`src/vom_pkg.sv`:
```
// ----------------------------------------------------------------------------
// vom_pkg: shared definitions for the voxel occlusion mask block
// Extents, widths, register indexes, the geometry and status structs, and
// the extent clamp used by the configuration logic.
// ----------------------------------------------------------------------------
`timescale 1ns / 1ps
`default_nettype none

package vom_pkg;

    // Volume limits.
    localparam int MAX_EXTENT = 32;
    localparam int MAX_PLANE  = 1024;

    // Configuration port.
    localparam int CFG_W     = 6;
    localparam int DATA_W    = 32;
    localparam int ADDR_W    = 4;
    localparam int REG_IDX_W = 2;
    localparam int CFG_RESET = 18;

    localparam logic [REG_IDX_W-1:0] REG_SIZE_X = REG_IDX_W'(0);
    localparam logic [REG_IDX_W-1:0] REG_SIZE_Y = REG_IDX_W'(1);
    localparam logic [REG_IDX_W-1:0] REG_SIZE_Z = REG_IDX_W'(2);

    // Derived widths.
    localparam int EXT_W   = $clog2(MAX_EXTENT + 1);
    localparam int POS_W   = $clog2(MAX_EXTENT);
    localparam int PLANE_W = $clog2(MAX_PLANE + 1);
    localparam int PROD_W  = 2 * EXT_W;

    // Largest usable x extent, so that three rows always fit one plane.
    localparam int X_LIM = (MAX_EXTENT < MAX_PLANE / 3) ? MAX_EXTENT : MAX_PLANE / 3;

    // Delay line sizing: long segments span plane - size_x, short ones size_x - 1.
    localparam int N_LONG      = MAX_PLANE - 3;
    localparam int N_SHORT     = X_LIM - 1;
    localparam int LONG_IDX_W  = $clog2(N_LONG);
    localparam int SHORT_IDX_W = $clog2(N_SHORT);

    // Result fields.
    localparam int MASK_W    = 6;
    localparam int HID_W     = 15;
    localparam int COUNT_MAX = (2 ** HID_W) - 1;

    localparam int SIDE_NEG_X = 0;
    localparam int SIDE_POS_X = 1;
    localparam int SIDE_NEG_Y = 2;
    localparam int SIDE_POS_Y = 3;
    localparam int SIDE_NEG_Z = 4;
    localparam int SIDE_POS_Z = 5;

    // Geometry after reset, with the same clamping as a register write.
    localparam int RST_X0   = (CFG_RESET < 3) ? 3 : ((CFG_RESET > X_LIM) ? X_LIM : CFG_RESET);
    localparam int RST_X    = RST_X0;
    localparam int RST_Y0   = (CFG_RESET < 3) ? 3 :
                              ((CFG_RESET > MAX_EXTENT) ? MAX_EXTENT : CFG_RESET);
    localparam int RST_YLIM = MAX_PLANE / RST_X;
    localparam int RST_Y    = (RST_Y0 > RST_YLIM) ? RST_YLIM : RST_Y0;
    localparam int RST_Z    = RST_Y0;
    localparam int RST_PLANE = RST_X * RST_Y;

    typedef struct packed {
        logic [POS_W-1:0]       x_last;
        logic [POS_W-1:0]       y_last;
        logic [POS_W-1:0]       z_last;
        logic [POS_W-1:0]       x_inner_last;
        logic [POS_W-1:0]       y_inner_last;
        logic [LONG_IDX_W-1:0]  inj_long;
        logic [SHORT_IDX_W-1:0] inj_short;
    } geom_t;

    localparam geom_t GEOM_RESET = '{
        x_last:       POS_W'(RST_X - 1),
        y_last:       POS_W'(RST_Y - 1),
        z_last:       POS_W'(RST_Z - 1),
        x_inner_last: POS_W'(RST_X - 2),
        y_inner_last: POS_W'(RST_Y - 2),
        inj_long:     LONG_IDX_W'(RST_PLANE - RST_X - 1),
        inj_short:    SHORT_IDX_W'(RST_X - 2)
    };

    typedef struct packed {
        logic plus_y;
        logic plus_x;
        logic centre;
        logic minus_x;
        logic minus_y;
        logic minus_z;
    } tap_t;

    typedef struct packed {
        logic             emit;
        logic             last;
        logic [HID_W-1:0] hidden;
    } stat_t;

    // Clamp a raw extent into [3, hi].
    function automatic logic [EXT_W-1:0] clamp_extent(input logic [CFG_W-1:0] v,
                                                      input int hi);
        int vi;
        vi = int'(v);
        if (vi < 3) begin
            vi = 3;
        end else if (vi > hi) begin
            vi = hi;
        end
        return EXT_W'(vi);
    endfunction

endpackage

`default_nettype wire

```
`src/vom_cell.sv`:
```
// ----------------------------------------------------------------------------
// vom_cell: one stage of the occluder delay line
// Holds one occluder bit; on each accepted word it either takes the segment
// input (when it is the entry point) or its upstream neighbour's bit.
// ----------------------------------------------------------------------------
`timescale 1ns / 1ps
`default_nettype none

module vom_cell (
    input  wire logic aclk,
    input  wire logic shift_en,
    input  wire logic load_seg,
    input  wire logic din_seg,
    input  wire logic din_next,
    output logic      q
);

    logic bit_reg;
    logic bit_next;

    assign bit_next = load_seg ? din_seg : din_next;

    always_ff @(posedge aclk) begin
        if (shift_en) begin
            bit_reg <= bit_next;
        end
    end

    assign q = bit_reg;

endmodule

`default_nettype wire

```
`src/vom_tap_chain.sv`:
```
// ----------------------------------------------------------------------------
// vom_tap_chain: line store as a chain of cells with fixed neighbour taps
// Six segments in series give the delays plane-sx, plane-1, plane, plane+1,
// plane+sx and 2*plane; each variable segment enters at a configured cell.
// ----------------------------------------------------------------------------
`timescale 1ns / 1ps
`default_nettype none

module vom_tap_chain
    import vom_pkg::*;
(
    input  wire logic  aclk,
    input  wire logic  shift_en,
    input  wire logic  din,
    input  wire geom_t geom,
    output tap_t       taps
);

    logic [N_LONG-1:0]  long_q  [2];
    logic [N_SHORT-1:0] short_q [2];
    logic [1:0]         long_in;
    logic [1:0]         short_in;
    logic               c_q;
    logic               d_q;

    // Segment order: long0, short0, single, single, short1, long1.
    assign long_in[0]  = din;
    assign short_in[0] = long_q[0][0];
    assign short_in[1] = d_q;
    assign long_in[1]  = short_q[1][0];

    for (genvar s = 0; s < 2; s++) begin : g_seg
        for (genvar i = 0; i < N_LONG; i++) begin : g_long
            logic nxt;
            if (i == N_LONG - 1) begin : g_end
                assign nxt = long_in[s];
            end else begin : g_mid
                assign nxt = long_q[s][i+1];
            end
            vom_cell u_cell (
                .aclk     (aclk),
                .shift_en (shift_en),
                .load_seg (geom.inj_long == LONG_IDX_W'(i)),
                .din_seg  (long_in[s]),
                .din_next (nxt),
                .q        (long_q[s][i])
            );
        end
        for (genvar i = 0; i < N_SHORT; i++) begin : g_short
            logic nxt;
            if (i == N_SHORT - 1) begin : g_end
                assign nxt = short_in[s];
            end else begin : g_mid
                assign nxt = short_q[s][i+1];
            end
            vom_cell u_cell (
                .aclk     (aclk),
                .shift_en (shift_en),
                .load_seg (geom.inj_short == SHORT_IDX_W'(i)),
                .din_seg  (short_in[s]),
                .din_next (nxt),
                .q        (short_q[s][i])
            );
        end
    end

    vom_cell u_centre (
        .aclk     (aclk),
        .shift_en (shift_en),
        .load_seg (1'b1),
        .din_seg  (short_q[0][0]),
        .din_next (short_q[0][0]),
        .q        (c_q)
    );

    vom_cell u_minus_x (
        .aclk     (aclk),
        .shift_en (shift_en),
        .load_seg (1'b1),
        .din_seg  (c_q),
        .din_next (c_q),
        .q        (d_q)
    );

    always_comb begin
        taps.plus_y  = long_q[0][0];
        taps.plus_x  = short_q[0][0];
        taps.centre  = c_q;
        taps.minus_x = d_q;
        taps.minus_y = short_q[1][0];
        taps.minus_z = long_q[1][0];
    end

endmodule

`default_nettype wire

```
`src/vom_cfg_regs.sv`:
```
// ----------------------------------------------------------------------------
// vom_cfg_regs: extent registers and derived volume geometry
// Holds the raw extents and, on every extent register write, registers the
// clamped geometry (wrap points, interior bounds and delay line entry points).
// ----------------------------------------------------------------------------
`timescale 1ns / 1ps
`default_nettype none

module vom_cfg_regs
    import vom_pkg::*;
(
    input  wire logic              aclk,
    input  wire logic              aresetn,
    input  wire logic              psel,
    input  wire logic              penable,
    input  wire logic              pwrite,
    input  wire logic [ADDR_W-1:0] paddr,
    input  wire logic [DATA_W-1:0] pwdata,
    output logic      [DATA_W-1:0] prdata,
    output geom_t                  geom,
    output logic                   restart
);

    logic [CFG_W-1:0]     size_x_reg, size_x_next;
    logic [CFG_W-1:0]     size_y_reg, size_y_next;
    logic [CFG_W-1:0]     size_z_reg, size_z_next;
    geom_t                geom_reg, geom_next;
    logic                 wr_en;
    logic [REG_IDX_W-1:0] reg_idx;
    logic [EXT_W-1:0]     sx, sy, cy, sz;
    logic [PLANE_W-1:0]   ylim_tab [2**EXT_W];
    logic [PLANE_W-1:0]   ylim;
    logic [PROD_W-1:0]    prod;
    logic [PLANE_W-1:0]   plane;

    // Largest y extent that still fits one plane, for each x extent.
    for (genvar gi = 0; gi < 2**EXT_W; gi++) begin : g_ylim
        localparam int Q = MAX_PLANE / ((gi < 3) ? 3 : gi);
        assign ylim_tab[gi] = PLANE_W'(Q);
    end

    assign reg_idx = paddr[ADDR_W-1:2];
    assign wr_en   = psel && penable && pwrite;

    always_comb begin
        size_x_next = size_x_reg;
        size_y_next = size_y_reg;
        size_z_next = size_z_reg;
        restart     = 1'b0;
        if (wr_en) begin
            unique case (reg_idx)
                REG_SIZE_X: begin
                    size_x_next = pwdata[CFG_W-1:0];
                    restart     = 1'b1;
                end
                REG_SIZE_Y: begin
                    size_y_next = pwdata[CFG_W-1:0];
                    restart     = 1'b1;
                end
                REG_SIZE_Z: begin
                    size_z_next = pwdata[CFG_W-1:0];
                    restart     = 1'b1;
                end
                default: begin
                    restart = 1'b0;
                end
            endcase
        end
    end

    always_comb begin
        sx   = clamp_extent(size_x_next, X_LIM);
        cy   = clamp_extent(size_y_next, MAX_EXTENT);
        sz   = clamp_extent(size_z_next, MAX_EXTENT);
        ylim = ylim_tab[sx];
        sy   = (PLANE_W'(cy) > ylim) ? EXT_W'(ylim) : cy;
        prod  = PROD_W'(sx) * PROD_W'(sy);
        plane = PLANE_W'(prod);

        geom_next.x_last       = POS_W'(sx - EXT_W'(1));
        geom_next.y_last       = POS_W'(sy - EXT_W'(1));
        geom_next.z_last       = POS_W'(sz - EXT_W'(1));
        geom_next.x_inner_last = POS_W'(sx - EXT_W'(2));
        geom_next.y_inner_last = POS_W'(sy - EXT_W'(2));
        geom_next.inj_long     = LONG_IDX_W'(plane - PLANE_W'(sx) - PLANE_W'(1));
        geom_next.inj_short    = SHORT_IDX_W'(sx - EXT_W'(2));
    end

    always_ff @(posedge aclk) begin
        if (!aresetn) begin
            size_x_reg <= CFG_W'(CFG_RESET);
            size_y_reg <= CFG_W'(CFG_RESET);
            size_z_reg <= CFG_W'(CFG_RESET);
            geom_reg   <= GEOM_RESET;
        end else if (restart) begin
            size_x_reg <= size_x_next;
            size_y_reg <= size_y_next;
            size_z_reg <= size_z_next;
            geom_reg   <= geom_next;
        end
    end

    always_comb begin
        unique case (reg_idx)
            REG_SIZE_X: prdata = DATA_W'(size_x_reg);
            REG_SIZE_Y: prdata = DATA_W'(size_y_reg);
            REG_SIZE_Z: prdata = DATA_W'(size_z_reg);
            default:    prdata = '0;
        endcase
    end

    assign geom = geom_reg;

endmodule

`default_nettype wire

```
`src/vom_raster_ctr.sv`:
```
// ----------------------------------------------------------------------------
// vom_raster_ctr: raster position and fully hidden count
// Tracks the position of the next voxel, flags interior voxels and the last
// one, and keeps the saturating per-volume count of fully hidden voxels.
// ----------------------------------------------------------------------------
`timescale 1ns / 1ps
`default_nettype none

module vom_raster_ctr
    import vom_pkg::*;
(
    input  wire logic  aclk,
    input  wire logic  aresetn,
    input  wire logic  step,
    input  wire logic  restart,
    input  wire logic  full,
    input  wire geom_t geom,
    output stat_t      stat
);

    logic [POS_W-1:0] pos_x_reg, pos_x_next;
    logic [POS_W-1:0] pos_y_reg, pos_y_next;
    logic [POS_W-1:0] pos_z_reg, pos_z_next;
    logic [HID_W-1:0] total_reg, total_next;
    logic             x_wrap, y_wrap, z_wrap;
    logic             interior;
    logic [HID_W-1:0] hidden;

    assign interior = (pos_z_reg >= POS_W'(2)) &&
                      (pos_x_reg != '0) && (pos_x_reg <= geom.x_inner_last) &&
                      (pos_y_reg != '0) && (pos_y_reg <= geom.y_inner_last);

    assign hidden = (full && (total_reg < HID_W'(COUNT_MAX))) ? total_reg + HID_W'(1)
                                                              : total_reg;

    assign x_wrap = (pos_x_reg == geom.x_last);
    assign y_wrap = x_wrap && (pos_y_reg == geom.y_last);
    assign z_wrap = y_wrap && (pos_z_reg == geom.z_last);

    always_comb begin
        pos_x_next = x_wrap ? '0 : pos_x_reg + POS_W'(1);
        pos_y_next = pos_y_reg;
        pos_z_next = pos_z_reg;
        total_next = interior ? hidden : total_reg;
        if (x_wrap) begin
            pos_y_next = y_wrap ? '0 : pos_y_reg + POS_W'(1);
        end
        if (y_wrap) begin
            pos_z_next = z_wrap ? '0 : pos_z_reg + POS_W'(1);
        end
        if (z_wrap) begin
            total_next = '0;
        end
    end

    always_ff @(posedge aclk) begin
        if (!aresetn || restart) begin
            pos_x_reg <= '0;
            pos_y_reg <= '0;
            pos_z_reg <= '0;
            total_reg <= '0;
        end else if (step) begin
            pos_x_reg <= pos_x_next;
            pos_y_reg <= pos_y_next;
            pos_z_reg <= pos_z_next;
            total_reg <= total_next;
        end
    end

    always_comb begin
        stat.emit   = interior;
        stat.last   = (pos_z_reg == geom.z_last) && (pos_y_reg == geom.y_inner_last) &&
                      (pos_x_reg == geom.x_inner_last);
        stat.hidden = hidden;
    end

endmodule

`default_nettype wire

```
`src/voxel_occlusion_mask_top.sv`:
```
// ----------------------------------------------------------------------------
// voxel_occlusion_mask_top: six-neighbour occlusion mask over a voxel stream
// Takes occluder bits of a padded volume in raster order and reports, for
// each interior voxel, its face-neighbour occluder mask and hidden count.
// ----------------------------------------------------------------------------
//
//   Channel   Ports                 Direction  Word
//   --------  --------------------  ---------  --------------------------------
//   input     s_valid/s_ready       in         is_occluder of next voxel
//   result    m_valid/m_ready       out        self, side mask, hidden, count,
//                                              last
//   config    psel/penable/pwrite   in         size_x, size_y, size_z at 0/4/8
//
// One input word is taken per clock while s_ready is high. A voxel's result
// is reported in the cycle after the word holding its +z neighbour is
// accepted, from a single output register; border voxels produce no word.
// The line store is a chain of single-bit cells that shifts once per
// accepted word; each neighbour is read at a fixed cell, and the segment
// lengths follow the configured extents through per-segment entry points.
// Reset is synchronous and active low; it clears the position, the count
// and the output valid, and loads the default extents of 18.
// When the output register is full and not taken, s_ready falls and the
// chain holds; a write to an extent register restarts the volume.
// ----------------------------------------------------------------------------
`timescale 1ns / 1ps
`default_nettype none

module voxel_occlusion_mask_top
    import vom_pkg::*;
(
    input  wire logic              aclk,
    input  wire logic              aresetn,

    // Configuration port.
    input  wire logic              psel,
    input  wire logic              penable,
    input  wire logic              pwrite,
    input  wire logic [ADDR_W-1:0] paddr,
    input  wire logic [DATA_W-1:0] pwdata,
    output logic      [DATA_W-1:0] prdata,
    output logic                   pready,

    // Input word: one occluder bit per voxel.
    input  wire logic              s_valid,
    output logic                   s_ready,
    input  wire logic              s_is_occluder,

    // Result word: one per interior voxel.
    output logic                   m_valid,
    input  wire logic              m_ready,
    output logic                   m_self_occluder,
    output logic      [MASK_W-1:0] m_side_mask,
    output logic                   m_fully_hidden,
    output logic      [HID_W-1:0]  m_hidden_count,
    output logic                   m_last_voxel
);

    geom_t             geom;
    logic              restart;
    tap_t              taps;
    stat_t             stat;
    logic              accept;
    logic [MASK_W-1:0] mask;
    logic              full;

    logic              m_valid_reg, m_valid_next;
    logic              self_reg;
    logic [MASK_W-1:0] mask_reg;
    logic              full_reg;
    logic [HID_W-1:0]  count_reg;
    logic              last_reg;

    assign pready = 1'b1;

    // The output register can take a new word whenever it is empty or being
    // drained in this cycle, so the input side never waits on a full stage
    // that is leaving.
    assign s_ready = !m_valid_reg || m_ready;
    assign accept  = s_valid && s_ready;

    vom_cfg_regs u_cfg (
        .aclk    (aclk),
        .aresetn (aresetn),
        .psel    (psel),
        .penable (penable),
        .pwrite  (pwrite),
        .paddr   (paddr),
        .pwdata  (pwdata),
        .prdata  (prdata),
        .geom    (geom),
        .restart (restart)
    );

    vom_tap_chain u_chain (
        .aclk     (aclk),
        .shift_en (accept),
        .din      (s_is_occluder),
        .geom     (geom),
        .taps     (taps)
    );

    // The incoming word is the +z neighbour of the voxel at the centre tap.
    always_comb begin
        mask             = '0;
        mask[SIDE_NEG_X] = taps.minus_x;
        mask[SIDE_POS_X] = taps.plus_x;
        mask[SIDE_NEG_Y] = taps.minus_y;
        mask[SIDE_POS_Y] = taps.plus_y;
        mask[SIDE_NEG_Z] = taps.minus_z;
        mask[SIDE_POS_Z] = s_is_occluder;
        full             = &mask;
    end

    vom_raster_ctr u_ctr (
        .aclk    (aclk),
        .aresetn (aresetn),
        .step    (accept),
        .restart (restart),
        .full    (full),
        .geom    (geom),
        .stat    (stat)
    );

    always_comb begin
        m_valid_next = m_valid_reg && !m_ready;
        if (accept && stat.emit) begin
            m_valid_next = 1'b1;
        end
    end

    always_ff @(posedge aclk) begin
        if (!aresetn) begin
            m_valid_reg <= 1'b0;
        end else begin
            m_valid_reg <= m_valid_next;
        end
    end

    // Payload is loaded only with a reported voxel, so it holds while stalled.
    always_ff @(posedge aclk) begin
        if (accept && stat.emit) begin
            self_reg  <= taps.centre;
            mask_reg  <= mask;
            full_reg  <= full;
            count_reg <= stat.hidden;
            last_reg  <= stat.last;
        end
    end

    assign m_valid         = m_valid_reg;
    assign m_self_occluder = self_reg;
    assign m_side_mask     = mask_reg;
    assign m_fully_hidden  = full_reg;
    assign m_hidden_count  = count_reg;
    assign m_last_voxel    = last_reg;

endmodule

`default_nettype wire

```
`config.mk`:
```
export PLATFORM = sky130hd
export DESIGN_NAME = voxel_occlusion_mask_top
export DESIGN_NICKNAME = d
export VERILOG_FILES = /design/src/vom_pkg.sv /design/src/vom_cell.sv /design/src/vom_tap_chain.sv /design/src/vom_cfg_regs.sv /design/src/vom_raster_ctr.sv /design/src/voxel_occlusion_mask_top.sv
export SDC_FILE = /design/constraint.sdc
export NUM_CORES = 2
export LEC_CHECK = 0
export BUFFER_PORTS_ARGS = -buffer_cell sky130_fd_sc_hd__buf_2
export CAP_MARGIN = 10
export CORE_ASPECT_RATIO = 1.2
export CORE_MARGIN = 5
export CORE_UTILIZATION = 70
export CTS_BUF_LIST = sky130_fd_sc_hd__clkbuf_4 sky130_fd_sc_hd__clkbuf_8
export DETAILED_ROUTE_END_ITERATION = 6
export PLACE_DENSITY = 0.87
export SKIP_LAST_GASP = 1
export SLEW_MARGIN = 25
export SYNTH_ARGS = -nofsm -noshare
export SYNTH_HDL_FRONTEND = slang
export SYNTH_SLANG_ARGS = --single-unit
```
`constraint.sdc`:
```
create_clock -name aclk -period 166.7 [get_ports aclk]
set_input_delay 33.34 -clock aclk [delete_from_list [all_inputs] [get_ports aclk]]
set_output_delay 33.34 -clock aclk [all_outputs]
set_load 0.1 [all_outputs]
```
# Word-level counts from Yosys, hierarchy flattened
# Memory sizes are Yosys's and may differ from the RTL's.
# Index checks and enable logic that the tools add are counted.
[word_totals]
regBits = 2214
mem_bits_ro = 704
out_inout_bits = 59
elab_cells = 5361
mem_count = 1
[memory_table]
columns = ["memory", "words", "word_bits", "rd", "rd_clocked_by_memory_dff", "wr", "line", "text"]
rows = [
  ["(name not given)", 64, 11, 1, 0, 0, "vom_cfg_regs.sv:75", "ylim = ylim_tab[sx];"],
]
[op_classes]
addsub = 11
n_mul = 1
n_lt_le_gt_ge = 12
n_eq_ne = 1055
n_mux = 2125
n_bitwise = 1
reduce_logical = 30
[op_table]
columns = ["cell", "n"]
rows = [
  ["10-bit == test, second input constant", 508],
  ["10-bit by 9-bit == test with 1-bit output, second input constant", 256],
  ["1-bit two-way mux", 2103],
  ["10-bit by 8-bit == test with 1-bit output, second input constant", 128],
  ["10-bit by 7-bit == test with 1-bit output, second input constant", 64],
  ["10-bit by 6-bit == test with 1-bit output, second input constant", 32],
  ["10-bit by 5-bit == test with 1-bit output, second input constant", 16],
  ["10-bit by 4-bit == test with 1-bit output, second input constant", 8],
  ["5-bit == test, second input constant", 14],
  ["6-bit two-way mux", 11],
  ["15-bit two-way mux", 3],
  ["10-bit by 3-bit == test with 1-bit output, second input constant", 4],
  ["5-bit by 4-bit == test with 1-bit output, second input constant", 8],
  ["5-bit == test", 5],
  ["5-bit two-way mux", 5],
  ["11-bit two-way mux", 2],
  ["10-bit by 2-bit == test with 1-bit output, second input constant", 2],
  ["5-bit by 3-bit == test with 1-bit output, second input constant", 4],
  ["6-bit > comparator, second input constant", 3],
  ["6-bit by 2-bit less-than comparator with 1-bit output, second input constant", 3],
  ["6-bit one-hot mux with 3 select lines", 1],
  ["15-bit by 1-bit adder with 15-bit output, second input constant", 1],
  ["5-bit by 1-bit adder with 5-bit output, second input constant", 3],
  ["15-bit less-than comparator, second input constant", 1],
  ["26 further kinds", 50],
]

# Depth between registers and ports, before layout
[depth]
word_depth = 15
ltp_mapped = 41
mapped_depth_nobuf = 36

# Worst setup path before layout
# OpenSTA, ideal clock, no wires.
[synth_timing]
path_type = "input port to flip-flop"
start = "in m_ready"
end = "reg u_chain.g_seg[0].g_long[0].u_cell.bit_reg (enable)"
setup_ns = 15.896
arrival_time_ns = 72.242
t_required_ns = 150.804
slack_ns = 78.562
stages = 3
n_path_buf = 0
cell_sequence = "nand2b_1 > nand2_1 > clkinv_1"
[synth_between]
elab_chain_cells = 2
[synth_rtl]
columns = ["element", "line", "text"]
rows = [
  ["start, declared", "voxel_occlusion_mask_top.sv:50", "input wire logic m_ready,"],
  ["1-bit logical OR", "voxel_occlusion_mask_top.sv:78", "assign s_ready = !m_valid_reg || m_ready;"],
  ["1-bit logical AND", "voxel_occlusion_mask_top.sv:79", "assign accept = s_valid && s_ready;"],
  ["net accept", "voxel_occlusion_mask_top.sv:62", "logic accept;"],
  ["end signal, assigned", "vom_cell.sv:25", "bit_reg <= bit_next;"],
  ["end, declared", "vom_cell.sv:18", "logic bit_reg;"],
]
# The timed path passes the listed nets, and every way through them passes these cells.
# A chain may end at the register's enable or synchronous reset.

# Worst setup path after layout
[layout_timing]
start = "in paddr[3]"
end = "out prdata[1]"
[layout_between]
elab_chain_cells = 2
elab_cells_between_ends = 4
[layout_rtl]
columns = ["element", "line", "text"]
rows = [
  ["start, declared", "voxel_occlusion_mask_top.sv:38", "input wire logic [ADDR_W-1:0] paddr,"],
  ["2-bit == test (tied with other cells)", "vom_cfg_regs.sv:104", "unique case (reg_idx)"],
  ["6-bit one-hot mux with 3 select lines *", "vom_cfg_regs.sv:104", ""],
  ["end, declared", "voxel_occlusion_mask_top.sv:40", "output logic [DATA_W-1:0] prdata,"],
]
# Mark *: on every way between the ends. The rest lies on a longest branch, timed or not.

==> qor.txt <==
run status = finished, final reports clean
fin crit share = 0.408
Total GRT Usage = 0.271
global-route wire length before repair = 324000 microns
Post-Synth XOR/XNOR Area = 0.00492
Layout area overhead = 8.06%
Final Cell Area = 0.110 sq mm
leakage = 37.3 nW
post-synthesis instance total = 6890
final hold violations = 0
largest net degree at the start of global routing = 236
Hold Crit Class = reg2reg
most frequent cells in the layout = edfxtp_1 (2130), mux2_2 (2105), nand2_1 (920)
Syn Area/Cell = 14.7 sq um
full die area = 0.153 sq mm
synthesized flop and latch total = 2214
Slew Viols, Final = 0
worst-margin pin slew = 1.27 ns
number of hold buffers added after cts = 0
Worst-Skew Late Latency = 1.06 ns
drt first pass iters = 6
Placed Instances = 8507
DR WL/cell = 23.0 microns
post-DP HPWL = 115000 microns
Die X-Extent = 358 microns
Simple-Gate Fraction of Synth Area = 0.0679
Synth Area in Compound Gates = 0.0116
combinational share of power = 0.060
post-cts resize count = 0
commonest non-fill, non-tap cell in the layout = edfxtp_1
postcts setup bufs = 0
power per cell area = 10.6 mW/mm^2
unrepaired setup endpoints after global routing = no
Reg power frac = 0.564
Top Ports = 103
WL met1 = 84300 microns
Yosys Warn Count = 0
largest family of logic cells by synthesized area = multiplexers
IO Port Bufs = 47
CTS tree = done
multiplexer share of the synthesized area = 0.236
htree depth = 5
initial core utilization = 0.702
post-route antenna net violation count = 0
Rel. slew slack = 0.154
initial antenna violation count = 3
Highest Signal Layer = met4
switch share = 0.224
Clock Skew = 0.0650 ns
total gr overflow = 0
crit start category = input pin
Root Buffer = clkbuf_8
Initial DRC Count = 5761
Post-synth EDFFs = 2130
Internal = 0.899 mW
Crit Path Category = in2out
post-synthesis async set-or-reset flop share = 0
metal3 WL = 14000 microns
Die Y-Extent = 427 microns
Inserted Clock Buffers = 346
final WL = 209000 microns
# nets final = 7050
Final Critical Period = 68.04 ns
CP Data Required Time = 133.36 ns
Most used DFF post-synth = edfxtp_1
post-synthesis sequential area ratio = 0.647
max_cap viols = 0
Distinct cells, synth = 71
Placed Area = 0.103 sq mm
Largest register FFs = 2042
total chip power = 1.16 mW
clock sink total = 2214
pre-CTS setup slack = 98.67 ns
CTS max path bufs = 4
Core Footprint = 0.145 sq mm
crit path DAT = 34.70 ns
clock power share = 0.376
layout cells sized above 1 = 0.389
Clock Pin Slew Worst Setup and Hold Paths = 0.06 ns
Setup TNS Final = 0 ns
fmax = 14.7 MHz
Worst VDD drop = 0.0102 mV
FP Rows = 153
CP max FO = 20
vias per inst = 6.26
fin cells = 9108
Post-Syn Area = 0.102 sq mm
vias = 57.0k
Psw = 0.260 mW
placer congestion estimate = 0.839
endpoints failing setup = 0
DRC viols = 0
vias in the first global route = 58.2k
setup slack after layout = 98.66 ns
adder-cell share of the synthesized area = 0.0116
CP Capture Type = primary output
Met2 Wirelength = 103000 microns
[routing by layer]
metal  global-route usage  vias to the layer above
li1                     -                    25600
met1                0.363                    28800
met2                0.450                     2192
met3               0.0465                      468
met4                0.104                        0
met5                    0                        -
[Yosys cell counts (all sizes together), types with 4 or more instances]
master,number,area share
a211oi,5,0.00037
ha,64,0.0079
nor2,501,0.019
a22oi,13,0.0010
a21boi,11,0.00081
and3,15,0.00092
nand3,58,0.0029
edfxtp,2130,0.63
o211ai,12,0.00089
nor2b,29,0.0018
nor4,5,0.00031
a21o,15,0.0011
o21ai,32,0.0016
inv,66,0.0024
buf,71,0.0039
clkbuf,404,0.015
and2,14,0.00086
o211a,8,0.00079
or3,5,0.00031
nand2,928,0.034
xnor2,32,0.0028
a21oi,35,0.0017
fa,19,0.0037
nor3,87,0.0043
nand4,15,0.00092
dfxtp,84,0.017
mux2,2106,0.23
nand2b,16,0.00099
clkinv,4,0.00015
or2,5,0.00031
mux2i,21,0.0023
xor2,25,0.0022
[path summary, 6_finish.rpt]
| check | startpoint | slack, ns | end | cells past startpoint |
|---|---|---|---|---|
| worst max register to register | u_cfg.size_x_reg[3]$_SDFFE_PN0P_ | 157.99 | u_cfg.geom[14]$_SDFFE_PN0P_ | 33 |
| worst min-delay path | u_chain.u_centre.q$_DFFE_PP_ | 0.47 | m_self_occluder$_DFFE_PP_ | 0 |
| worst max-delay path | paddr[3] | 98.66 | prdata[1] | 5 |
| worst min register to register | u_chain.u_centre.q$_DFFE_PP_ | 0.47 | m_self_occluder$_DFFE_PP_ | 0 |
[worst max-delay path, stage by stage]
cell	delay (ns)
buf_2	0.26
nor2b_1	0.44
nand2_1	0.10
o21ai_0	0.10
buf_2	0.46
[cell families after synthesis]
| group | after synthesis |
|---|---|
| adder cells (fa/ha/maj) | 83 |
| AND/OR/NAND/NOR | 1692 |
| other | 2 |
| buffers and inverters | 545 |
| XOR/XNOR | 57 |
| flip-flops | 2214 |
| multiplexers | 2127 |
| AO/OA/AOI/OAI | 170 |
[layout make-up]
type	instances	area (sq um)
fillers	8139	34800
diodes	3	7.51
well taps	1937	2420
repair buffers	134	1060
clock buffers	470	5780
inverters	70	270
clock inverters	123	631
flip-flops and latches	2214	65600
multi-input cells	4157	33900
[stage by stage]
stage / util / hold WS, ns
after floorplan: - / 0.421
after detailed placement: 0.714 / 0.461
after global placement: 0.714 / 0.432
after global routing: 0.759 / 0.488
final: 0.759 / 0.471
after CTS: 0.758 / 0.454
[power groups by stage]
stage / Combinational, mW / Sequential (mW) / Clock (mW)
3_5_place_dp: 0.0686 / 0.665 / 0
4_1_cts: 0.0692 / 0.654 / 0.444
5_1_grt: 0.0751 / 0.655 / 0.471
3_3_place_gp: 0.0666 / 0.663 / 0
2_1_floorplan: 0.0526 / 0.709 / 0
6_report: 0.0699 / 0.653 / 0.436
(Power assumes the default switching activity.)
